===== src/hw/rtl/flvtd_pkg.sv =====
// Shared types, codes and constants of the FLV tag demultiplexer.
`default_nettype none
package flvtd_pkg;

  typedef enum logic [2:0] {
    PhHeader,
    PhSkip,
    PhPrev,
    PhTagHdr,
    PhPayload,
    PhDone
  } phase_e;

  localparam logic [1:0] StatusOk     = 2'd0;
  localparam logic [1:0] StatusTrunc  = 2'd1;
  localparam logic [1:0] StatusBadSig = 2'd2;

  localparam logic KindPayload = 1'b0;
  localparam logic KindStatus  = 1'b1;

  localparam logic [1:0] ClassAudio  = 2'd0;
  localparam logic [1:0] ClassVideo  = 2'd1;
  localparam logic [1:0] ClassScript = 2'd2;
  localparam logic [1:0] ClassOther  = 2'd3;

  localparam logic [7:0] TypeAudio  = 8'd8;
  localparam logic [7:0] TypeVideo  = 8'd9;
  localparam logic [7:0] TypeScript = 8'd18;

  localparam logic [31:0] HeaderLen  = 32'd9;
  localparam logic [23:0] PrevLen    = 24'd4;
  localparam logic [23:0] TagHdrLen  = 24'd11;

  typedef struct packed {
    logic        item_kind;
    logic [1:0]  tag_class;
    logic [7:0]  tag_type_raw;
    logic [23:0] tag_number;
    logic [7:0]  payload_byte;
    logic        first_of_tag;
    logic        last_of_tag;
    logic [23:0] payload_size;
    logic [31:0] time_stamp;
    logic [1:0]  status;
    logic        stream_done;
  } result_t;

  function automatic logic [7:0] sig_byte(input logic [1:0] idx);
    case (idx)
      2'd0:    sig_byte = 8'h46;
      2'd1:    sig_byte = 8'h4C;
      default: sig_byte = 8'h56;
    endcase
  endfunction

  function automatic logic [1:0] class_of(input logic [7:0] t);
    case (t)
      TypeAudio:  class_of = ClassAudio;
      TypeVideo:  class_of = ClassVideo;
      TypeScript: class_of = ClassScript;
      default:    class_of = ClassOther;
    endcase
  endfunction

endpackage
`default_nettype wire


===== src/hw/rtl/flvtd_parse.sv =====
// Parser state and single-pass next-state / result logic, one byte per step.
`default_nettype none
module flvtd_parse import flvtd_pkg::*; (
  input  wire logic        clk_i,
  input  wire logic        rst_ni,
  input  wire logic        step_i,
  input  wire logic [7:0]  data_i,
  input  wire logic        eos_i,
  output logic             res_vld_o,
  output result_t          res_o
);

  phase_e      phase_q, phase_d;
  logic [31:0] pos_q, pos_d;
  logic [23:0] fcnt_q, fcnt_d;
  logic [31:0] off_q, off_d;
  logic [7:0]  type_q, type_d;
  logic [23:0] size_q, size_d;
  logic [31:0] time_q, time_d;
  logic [23:0] tags_q, tags_d;
  logic        sig_bad_q, sig_bad_d;

  logic        fin;
  logic [1:0]  fin_status;
  logic        pay_vld;
  logic        pay_first, pay_last;
  logic [1:0]  pay_status;
  logic [23:0] fcnt_inc;
  logic [31:0] pos_inc;
  logic [31:0] off_shift;

  assign fcnt_inc  = fcnt_q + 24'd1;
  assign pos_inc   = pos_q + 32'd1;
  assign off_shift = {off_q[23:0], data_i};

  // next-state logic
  always_comb begin
    phase_d    = phase_q;
    pos_d      = pos_q;
    fcnt_d     = fcnt_q;
    off_d      = off_q;
    type_d     = type_q;
    size_d     = size_q;
    time_d     = time_q;
    tags_d     = tags_q;
    sig_bad_d  = sig_bad_q;
    fin        = 1'b0;
    fin_status = StatusOk;
    pay_vld    = 1'b0;
    pay_first  = (fcnt_q == 24'd0);
    pay_last   = ({1'b0, fcnt_q} + 25'd1) >= {1'b0, size_q};
    pay_status = StatusOk;

    case (phase_q)
      PhHeader: begin
        pos_d = pos_inc;
        if (pos_q < 32'd3 && data_i != sig_byte(pos_q[1:0])) sig_bad_d = 1'b1;
        if (pos_q >= 32'd5) off_d = off_shift;
        if (pos_q >= HeaderLen - 32'd1) begin
          if (sig_bad_q) begin
            fin        = 1'b1;
            fin_status = StatusBadSig;
          end else begin
            // no seeking back: a short offset means data starts right here
            if (off_shift < HeaderLen) off_d = HeaderLen;
            if (eos_i) begin
              fin        = 1'b1;
              fin_status = StatusOk;
            end else begin
              fcnt_d  = '0;
              phase_d = (off_shift <= HeaderLen) ? PhPrev : PhSkip;
            end
          end
        end else if (eos_i) begin
          fin        = 1'b1;
          fin_status = StatusTrunc;
        end
      end
      PhSkip: begin
        pos_d = pos_inc;
        if (eos_i) begin
          fin        = 1'b1;
          fin_status = StatusOk;
        end else if (pos_inc == off_q) begin
          phase_d = PhPrev;
          fcnt_d  = '0;
        end
      end
      PhPrev: begin
        fcnt_d = fcnt_inc;
        if (eos_i) begin
          fin        = 1'b1;
          fin_status = StatusOk;
        end else if (fcnt_inc >= PrevLen) begin
          phase_d = PhTagHdr;
          fcnt_d  = '0;
        end
      end
      PhTagHdr: begin
        case (fcnt_q[3:0])
          4'd0:    type_d = data_i;
          4'd1:    size_d = {data_i, 16'h0000};
          4'd2:    size_d = {size_q[23:16], data_i, size_q[7:0]};
          4'd3:    size_d = {size_q[23:8], data_i};
          4'd4:    time_d = {8'h00, data_i, 16'h0000};
          4'd5:    time_d = {time_q[31:16], data_i, time_q[7:0]};
          4'd6:    time_d = {time_q[31:8], data_i};
          4'd7:    time_d = {data_i, time_q[23:0]};
          default: ;
        endcase
        fcnt_d = fcnt_inc;
        if (fcnt_inc >= TagHdrLen) begin
          if (size_q == 24'd0 || eos_i) begin
            fin        = 1'b1;
            fin_status = StatusTrunc;
          end else begin
            phase_d = PhPayload;
            fcnt_d  = '0;
          end
        end else if (eos_i) begin
          fin        = 1'b1;
          fin_status = StatusOk;
        end
      end
      PhPayload: begin
        pay_vld = 1'b1;
        fcnt_d  = fcnt_inc;
        if (eos_i) begin
          pay_status = pay_last ? StatusOk : StatusTrunc;
          phase_d    = PhDone;
        end
        if (pay_last) begin
          if (tags_q != '1) tags_d = tags_q + 24'd1;
          fcnt_d = '0;
          if (!eos_i) phase_d = PhPrev;
        end
      end
      default: ;  // done: bytes are taken and dropped
    endcase

    if (fin) phase_d = PhDone;
  end

  // result forming; the status report carries the tag fields as just updated
  always_comb begin
    res_vld_o          = fin || pay_vld;
    res_o.item_kind    = fin ? KindStatus : KindPayload;
    res_o.tag_class    = class_of(type_d);
    res_o.tag_type_raw = type_d;
    res_o.tag_number   = tags_q;
    res_o.payload_byte = fin ? 8'h00 : data_i;
    res_o.first_of_tag = !fin && pay_first;
    res_o.last_of_tag  = !fin && pay_last;
    res_o.payload_size = size_d;
    res_o.time_stamp   = time_d;
    res_o.status       = fin ? fin_status : pay_status;
    res_o.stream_done  = fin || eos_i;
  end

  always_ff @(posedge clk_i or negedge rst_ni) begin
    if (!rst_ni) begin
      phase_q   <= PhHeader;
      pos_q     <= '0;
      fcnt_q    <= '0;
      off_q     <= '0;
      type_q    <= '0;
      size_q    <= '0;
      time_q    <= '0;
      tags_q    <= '0;
      sig_bad_q <= 1'b0;
    end else if (step_i) begin
      phase_q   <= phase_d;
      pos_q     <= pos_d;
      fcnt_q    <= fcnt_d;
      off_q     <= off_d;
      type_q    <= type_d;
      size_q    <= size_d;
      time_q    <= time_d;
      tags_q    <= tags_d;
      sig_bad_q <= sig_bad_d;
    end
  end

endmodule
`default_nettype wire


===== src/hw/rtl/flvtd_res_reg.sv =====
// Result register between the parser and the output channel.
`default_nettype none
module flvtd_res_reg import flvtd_pkg::*; (
  input  wire logic    clk_i,
  input  wire logic    rst_ni,
  input  wire logic    load_i,
  input  wire result_t res_i,
  input  wire logic    ready_i,
  output logic         can_take_o,
  output logic         valid_o,
  output result_t      res_o
);

  logic    valid_q, valid_d;
  result_t res_q;

  assign can_take_o = !valid_q || ready_i;

  always_comb begin
    valid_d = valid_q;
    if (load_i)       valid_d = 1'b1;
    else if (ready_i) valid_d = 1'b0;
  end

  always_ff @(posedge clk_i or negedge rst_ni) begin
    if (!rst_ni) begin
      valid_q <= 1'b0;
    end else begin
      valid_q <= valid_d;
    end
  end

  always_ff @(posedge clk_i) begin
    if (load_i) res_q <= res_i;
  end

  assign valid_o = valid_q;
  assign res_o   = res_q;

endmodule
`default_nettype wire


===== src/hw/rtl/flv_tag_demux.sv =====
// Top level of the FLV tag demultiplexer: input register, parser, result register.
`default_nettype none
// Takes an FLV file one byte per transfer and returns each tag payload byte
// with its tag description, or one final status report. A byte is taken in
// every clock cycle while the output side keeps up; a byte is held in the
// input register until the result register can take its result. Only a
// stalled output slows the input. Once parsing has ended, further bytes are
// still taken and dropped until reset.
module flv_tag_demux import flvtd_pkg::*; (
  input  wire logic        clk_i,
  input  wire logic        rst_ni,
  input  wire logic        in_valid_i,
  output logic             in_ready_o,
  input  wire logic [7:0]  data_byte_i,
  input  wire logic        end_of_stream_i,
  output logic             out_valid_o,
  input  wire logic        out_ready_i,
  output logic             item_kind_o,
  output logic [1:0]       tag_class_o,
  output logic [7:0]       tag_type_raw_o,
  output logic [23:0]      tag_number_o,
  output logic [7:0]       payload_byte_o,
  output logic             first_of_tag_o,
  output logic             last_of_tag_o,
  output logic [23:0]      payload_size_o,
  output logic [31:0]      time_stamp_o,
  output logic [1:0]       status_o,
  output logic             stream_done_o
);

  logic       in_vld_q, in_vld_d;
  logic [7:0] data_q;
  logic       eos_q;
  logic       step;
  logic       can_take;
  logic       res_vld;
  result_t    res;
  result_t    out_res;

  assign step       = in_vld_q && can_take;
  assign in_ready_o = !in_vld_q || step;

  always_comb begin
    in_vld_d = in_vld_q;
    if (in_valid_i && in_ready_o) in_vld_d = 1'b1;
    else if (step)                in_vld_d = 1'b0;
  end

  always_ff @(posedge clk_i or negedge rst_ni) begin
    if (!rst_ni) begin
      in_vld_q <= 1'b0;
    end else begin
      in_vld_q <= in_vld_d;
    end
  end

  always_ff @(posedge clk_i) begin
    if (in_valid_i && in_ready_o) begin
      data_q <= data_byte_i;
      eos_q  <= end_of_stream_i;
    end
  end

  flvtd_parse u_parse (
    .clk_i     (clk_i),
    .rst_ni    (rst_ni),
    .step_i    (step),
    .data_i    (data_q),
    .eos_i     (eos_q),
    .res_vld_o (res_vld),
    .res_o     (res)
  );

  flvtd_res_reg u_res_reg (
    .clk_i      (clk_i),
    .rst_ni     (rst_ni),
    .load_i     (step && res_vld),
    .res_i      (res),
    .ready_i    (out_ready_i),
    .can_take_o (can_take),
    .valid_o    (out_valid_o),
    .res_o      (out_res)
  );

  assign item_kind_o    = out_res.item_kind;
  assign tag_class_o    = out_res.tag_class;
  assign tag_type_raw_o = out_res.tag_type_raw;
  assign tag_number_o   = out_res.tag_number;
  assign payload_byte_o = out_res.payload_byte;
  assign first_of_tag_o = out_res.first_of_tag;
  assign last_of_tag_o  = out_res.last_of_tag;
  assign payload_size_o = out_res.payload_size;
  assign time_stamp_o   = out_res.time_stamp;
  assign status_o       = out_res.status;
  assign stream_done_o  = out_res.stream_done;

  // nothing follows the final transfer
  a_done_is_final : assert property (@(posedge clk_i) disable iff (!rst_ni)
    out_valid_o && out_ready_i && stream_done_o |=> !out_valid_o)
    else $error("result after end of parsing");

  // a status report always ends parsing and never marks payload bytes
  a_status_shape : assert property (@(posedge clk_i) disable iff (!rst_ni)
    out_valid_o && item_kind_o == KindStatus |->
      stream_done_o && !first_of_tag_o && !last_of_tag_o && payload_byte_o == 8'h00)
    else $error("malformed status report");

  // a clean end inside a payload only happens on the tag's last byte
  a_clean_end_last : assert property (@(posedge clk_i) disable iff (!rst_ni)
    out_valid_o && item_kind_o == KindPayload && stream_done_o && status_o == StatusOk
      |-> last_of_tag_o)
    else $error("clean end reported mid-payload");

endmodule
`default_nettype wire

===== config.mk =====
export PLATFORM = sky130hd
export DESIGN_NAME = flv_tag_demux
export DESIGN_NICKNAME = d
export VERILOG_FILES = /design/src/hw/rtl/flvtd_pkg.sv /design/src/hw/rtl/flvtd_parse.sv /design/src/hw/rtl/flvtd_res_reg.sv /design/src/hw/rtl/flv_tag_demux.sv
export SDC_FILE = /design/constraint.sdc
export NUM_CORES = 1
export LEC_CHECK = 0
export ABC_AREA = 1
export ABC_CLOCK_PERIOD_IN_PS = 8900
export BUFFER_PORTS_ARGS = -buffer_cell sky130_fd_sc_hd__clkbuf_2
export CAP_MARGIN = 30
export CELL_PAD_IN_SITES_DETAIL_PLACEMENT = 1
export CELL_PAD_IN_SITES_GLOBAL_PLACEMENT = 1
export CORE_ASPECT_RATIO = 1.25
export CORE_MARGIN = 2
export CORE_UTILIZATION = 40
export CTS_BUF_LIST = sky130_fd_sc_hd__clkbuf_16
export DETAILED_ROUTE_END_ITERATION = 8
export PLACE_DENSITY_LB_ADDON = 0.1
export SYNTH_ARGS = -nofsm -noshare
export SYNTH_HDL_FRONTEND = slang
export SYNTH_SLANG_ARGS = --single-unit

===== constraint.sdc =====
create_clock -name clk_i -period 8.9 [get_ports clk_i]
set_input_delay 0 -clock clk_i [delete_from_list [all_inputs] [get_ports clk_i]]
set_output_delay 0 -clock clk_i [all_outputs]
set_load 0.03 [all_outputs]

==> impl_metrics.csv <==
group,metric,value,unit
clock_tree,root_buffer,"clkbuf_16",
cells_and_area,diodes,0,
yosys,synth-seq-cells,295,
detailed_routing,first_iter_violations,809,
placement,port_buffers,118,
worst_setup_path,cp.required,9.31,ns
sta,fmax,206,MHz
global_route,grt_pass1_wl,78.2,mm
power,power.internal,3.33,mW
cells_and_area,layout-drive-gt1-share,10.8,%
power,p_comb_share,38.3,%
power,p_per_area,333,mW/mm2
cells_and_area,multi_input_area,0.00617,mm2
global_route,grt_max_degree,115,
detailed_routing,post_drt_wl_per_cell,20.0,um
global_route,overflow,0,
floorplan,die_width,179,um
detailed_routing,vias_per_cell,5.32,
clock_tree,cts_tree,"done",
sta,worst_slew_pin_slew,1.02,ns
worst_setup_path,start_kind,"register",
status,outcome,"finished clean",
placement,gp_congestion,0.942,
placement,dp_hpwl,36.8,mm
cells_and_area,syn_to_final_growth,15.4,%
clock_tree,clock_sink_count,295,
power,leakage,7.86,nW
detailed_routing,ant_nets,0,
clock_tree,htree_levels,2,
sta,period_minus_slack,4.85,ns
floorplan,initial_core_util,40.8,%
power,ir_drop,187,uV
worst_setup_path,worstPathMaxFanout,17,
sta,slew_headroom,31.7,%
clock_tree,insertion_delay,0.54,ns
cells_and_area,final_common_cell,"nand2_1",
floorplan,core,0.0374,mm2
yosys,synthesis.nets,1881,
sta,skew,0.0189,ns
yosys,async_flop_share,61.7,%
clock_tree,ctsLongestPathBuffers,3,
yosys,synth.cell_area,0.0152,mm2
floorplan,io_pins,119,
yosys,synthFlopType,"dfrtp_1",
worst_setup_path,reg2reg_slack,4.05,ns
detailed_routing,dr.pass1.iters,5,
yosys,synth-edff-count,113,
detailed_routing,drt-total-wl,49.8,mm
cells_and_area,fillers,4552,
floorplan,die_area,0.0397,mm2
yosys,yosys_warnings,0,
clock_tree,clk_pin_slew,0.07,ns
sta,tns,0,ns
sta,setup_viol,0,
cells_and_area,final_net_count,2018,
power,clockPowerShare,23.4,%
min_path,hold_path.class,"primary input to asynchronous set/reset pin",
sta,final-hold-violation-count,0,
power,switchingPower,2.52,mW
power,seqPwrFrac,38.4,%
yosys,synth_seq_area_share,52.2,%
yosys,syn_area_per_cell,8.30,um2
floorplan,die_y,222,um
worst_setup_path,endpoint_kind,"register",
worst_setup_path,rr_worst_depth,22,
yosys,synth_cells,1835,
cells_and_area,mostFrequentLayoutCells,"503 x nand2_1, 249 x inv_1, 182 x dfrtp_1",
clock_tree,cts_resized,0,
sta,finalCritPeriodShare,54.5,%
detailed_routing,vias,13200,
global_route,grt_pass1_vias,14100,
detailed_routing,drc,0,
worst_setup_path,worstPathArrival,5.26,ns
global_route,antenna_found_initial,0,
worst_setup_path,critical_path_class,"register to register",
floorplan,num_rows,79,
sta,drv_slew,0,
global_route,grt_use_total,25.4,%
yosys,ys_types,48,
cells_and_area,seqCellArea,0.00795,mm2
power,p_total,5.85,mW
clock_tree,numCtsBuffers,34,
sta,rsz0062_at_grt,"no",
flow_run,cap_violations,0,
power,swShare,43.0,%
==> critical path, stage by stage, from the launching register on <==
cell and delay, ns:
dfrtp_1 0.50, ha_1 0.25, nand2_1 0.11, nor2_2 0.25
nand3_2 0.17, nor2_1 0.15, nand3_1 0.09, nand2_1 0.11
inv_1 0.06, ha_1 0.29, nand4_1 0.13, nor4_1 0.44
nand2_1 0.12, nand2_1 0.08, nand2_1 0.05, nand2_1 0.05
nor2_1 0.06, nand2_1 0.20, nand3_1 0.54, inv_1 0.59
nand2_1 0.19, nor3_1 0.20, nor2_1 0.08
==> through the flow <==
stage | utilization [%] | instance area (um2) | worst slack (ns) | hold WS (ns) | instances
finish | 47.1 | 17600 | 4.05 | 0.0224 | 2484
global route | 47.1 | 17600 | 3.47 | 0.0877 | 2484
CTS | 47.1 | 17600 | 4.01 | 0.0637 | 2484
detailed placement | 43.8 | 16400 | 4.07 | 0.0741 | 2408
global placement | 43.7 | 16300 | 4.35 | 0.0714 | 2406
floorplan | - | 15200 | 4.23 | -0.296 | 1835
==> area by class of cell <==
class                   count  share of cell area (%)
inverters                 251                    5.39
flip-flops and latches    295                    45.2
clock buffers              35                    4.98
repair buffers            141                    4.70
multi-input cells        1249                    35.1
clock inverters            27                    1.17
well taps                 486                    3.46
==> synth_stat cells (4+ instances only) <==
master      n  area, um2
o22ai_1    56        350
o21ai_0   144        721
nand4_1    45        282
nor3_1     20        100
xnor2_1    11       96.3
inv_1     243        912
a211oi_1    4       30.0
nor4_1     15       93.8
nand2_2     8       50.1
clkbuf_1   23       86.3
nor2_2     13       81.3
o21ai_1     6       30.0
dfrtp_1   182       4550
buf_1       7       26.3
nand3_1   112        561
xor2_1     30        263
nor2_1    170        638
ha_1       33        413
nand2_1   504       1890
nor2_4      5       56.3
buf_2       6       30.0
nand3b_1    7       52.6
clkinv_1    5       18.8
edfxtp_1  113       3390
a21oi_1    40        200
==> cell families (layout without fill, tap and decap cells) <==
group	after synthesis	count (layout)	share of synthesized area, %
flip-flops	295	295	52.2
adder cells (fa/ha/maj)	33	33	2.71
AND/OR/NAND/NOR	912	912	26.0
XOR/XNOR	41	41	2.36
AO/OA/AOI/OAI	263	263	9.42
buffers and inverters	291	454	7.40
==> metal layers <==
| metal | share of wire [%] | vias up | track usage [%] | wire length, um |
|---|---|---|---|---|
| met4 | 3.8 | 0 | 10.1 | 1910 |
| met2 | 53 | 213 | 46.1 | 26300 |
| met3 | 2.8 | 96 | 2.89 | 1400 |
| met1 | 41 | 6593 | 30.4 | 20200 |
| met5 | 0 | - | 0 | 0 |
| li1 | - | 6316 | - | - |
==> sequential cells by signal (all words and copies together), names as in the netlist <==
register / count
u_res_reg.res_o: 104
u_parse.off_q: 32
u_parse.pos_q: 32
u_parse.time_q: 32
u_parse.fcnt_q: 24
u_parse.size_q: 24
u_parse.tags_q: 24
data_q: 8
u_parse.type_q: 8
u_parse.phase_q: 3
eos_q: 1
in_vld_q: 1
u_parse.sig_bad_q: 1
u_res_reg.valid_o: 1
==> what timing repair did <==
action	CTS	global route
setup buffers	0	0
hold buffers	14	0
hold endpoints to repair	85	0
setup endpoints to repair	0	0
==> worst paths after layout <==
kind	start	to
min in group clk_i	data_byte_i[3]	data_q[3]
hold reg to reg	u_parse.tags_q[11]	u_res_reg.res_o[80]
setup / recovery	u_parse.fcnt_q[0]	u_parse.tags_q[5]
hold / removal	rst_ni	u_parse.off_q[28]
max in group asynchronous	rst_ni	u_parse.fcnt_q[10]
setup reg to reg	u_parse.fcnt_q[0]	u_parse.tags_q[5]
==> power groups by stage <==
| stage | sequential, mW | combinational (mW) | clock (mW) |
|---|---|---|---|
| after floorplan | 2.61 | 1.17 | 0 |
| after global routing | 2.29 | 2.48 | 1.44 |
| after global placement | 2.26 | 2.19 | 0 |
| after CTS | 2.25 | 2.27 | 1.40 |
| after detailed placement | 2.27 | 2.24 | 0 |
| final | 2.24 | 2.24 | 1.37 |
Note: power is estimated with default switching activity, not from simulation.
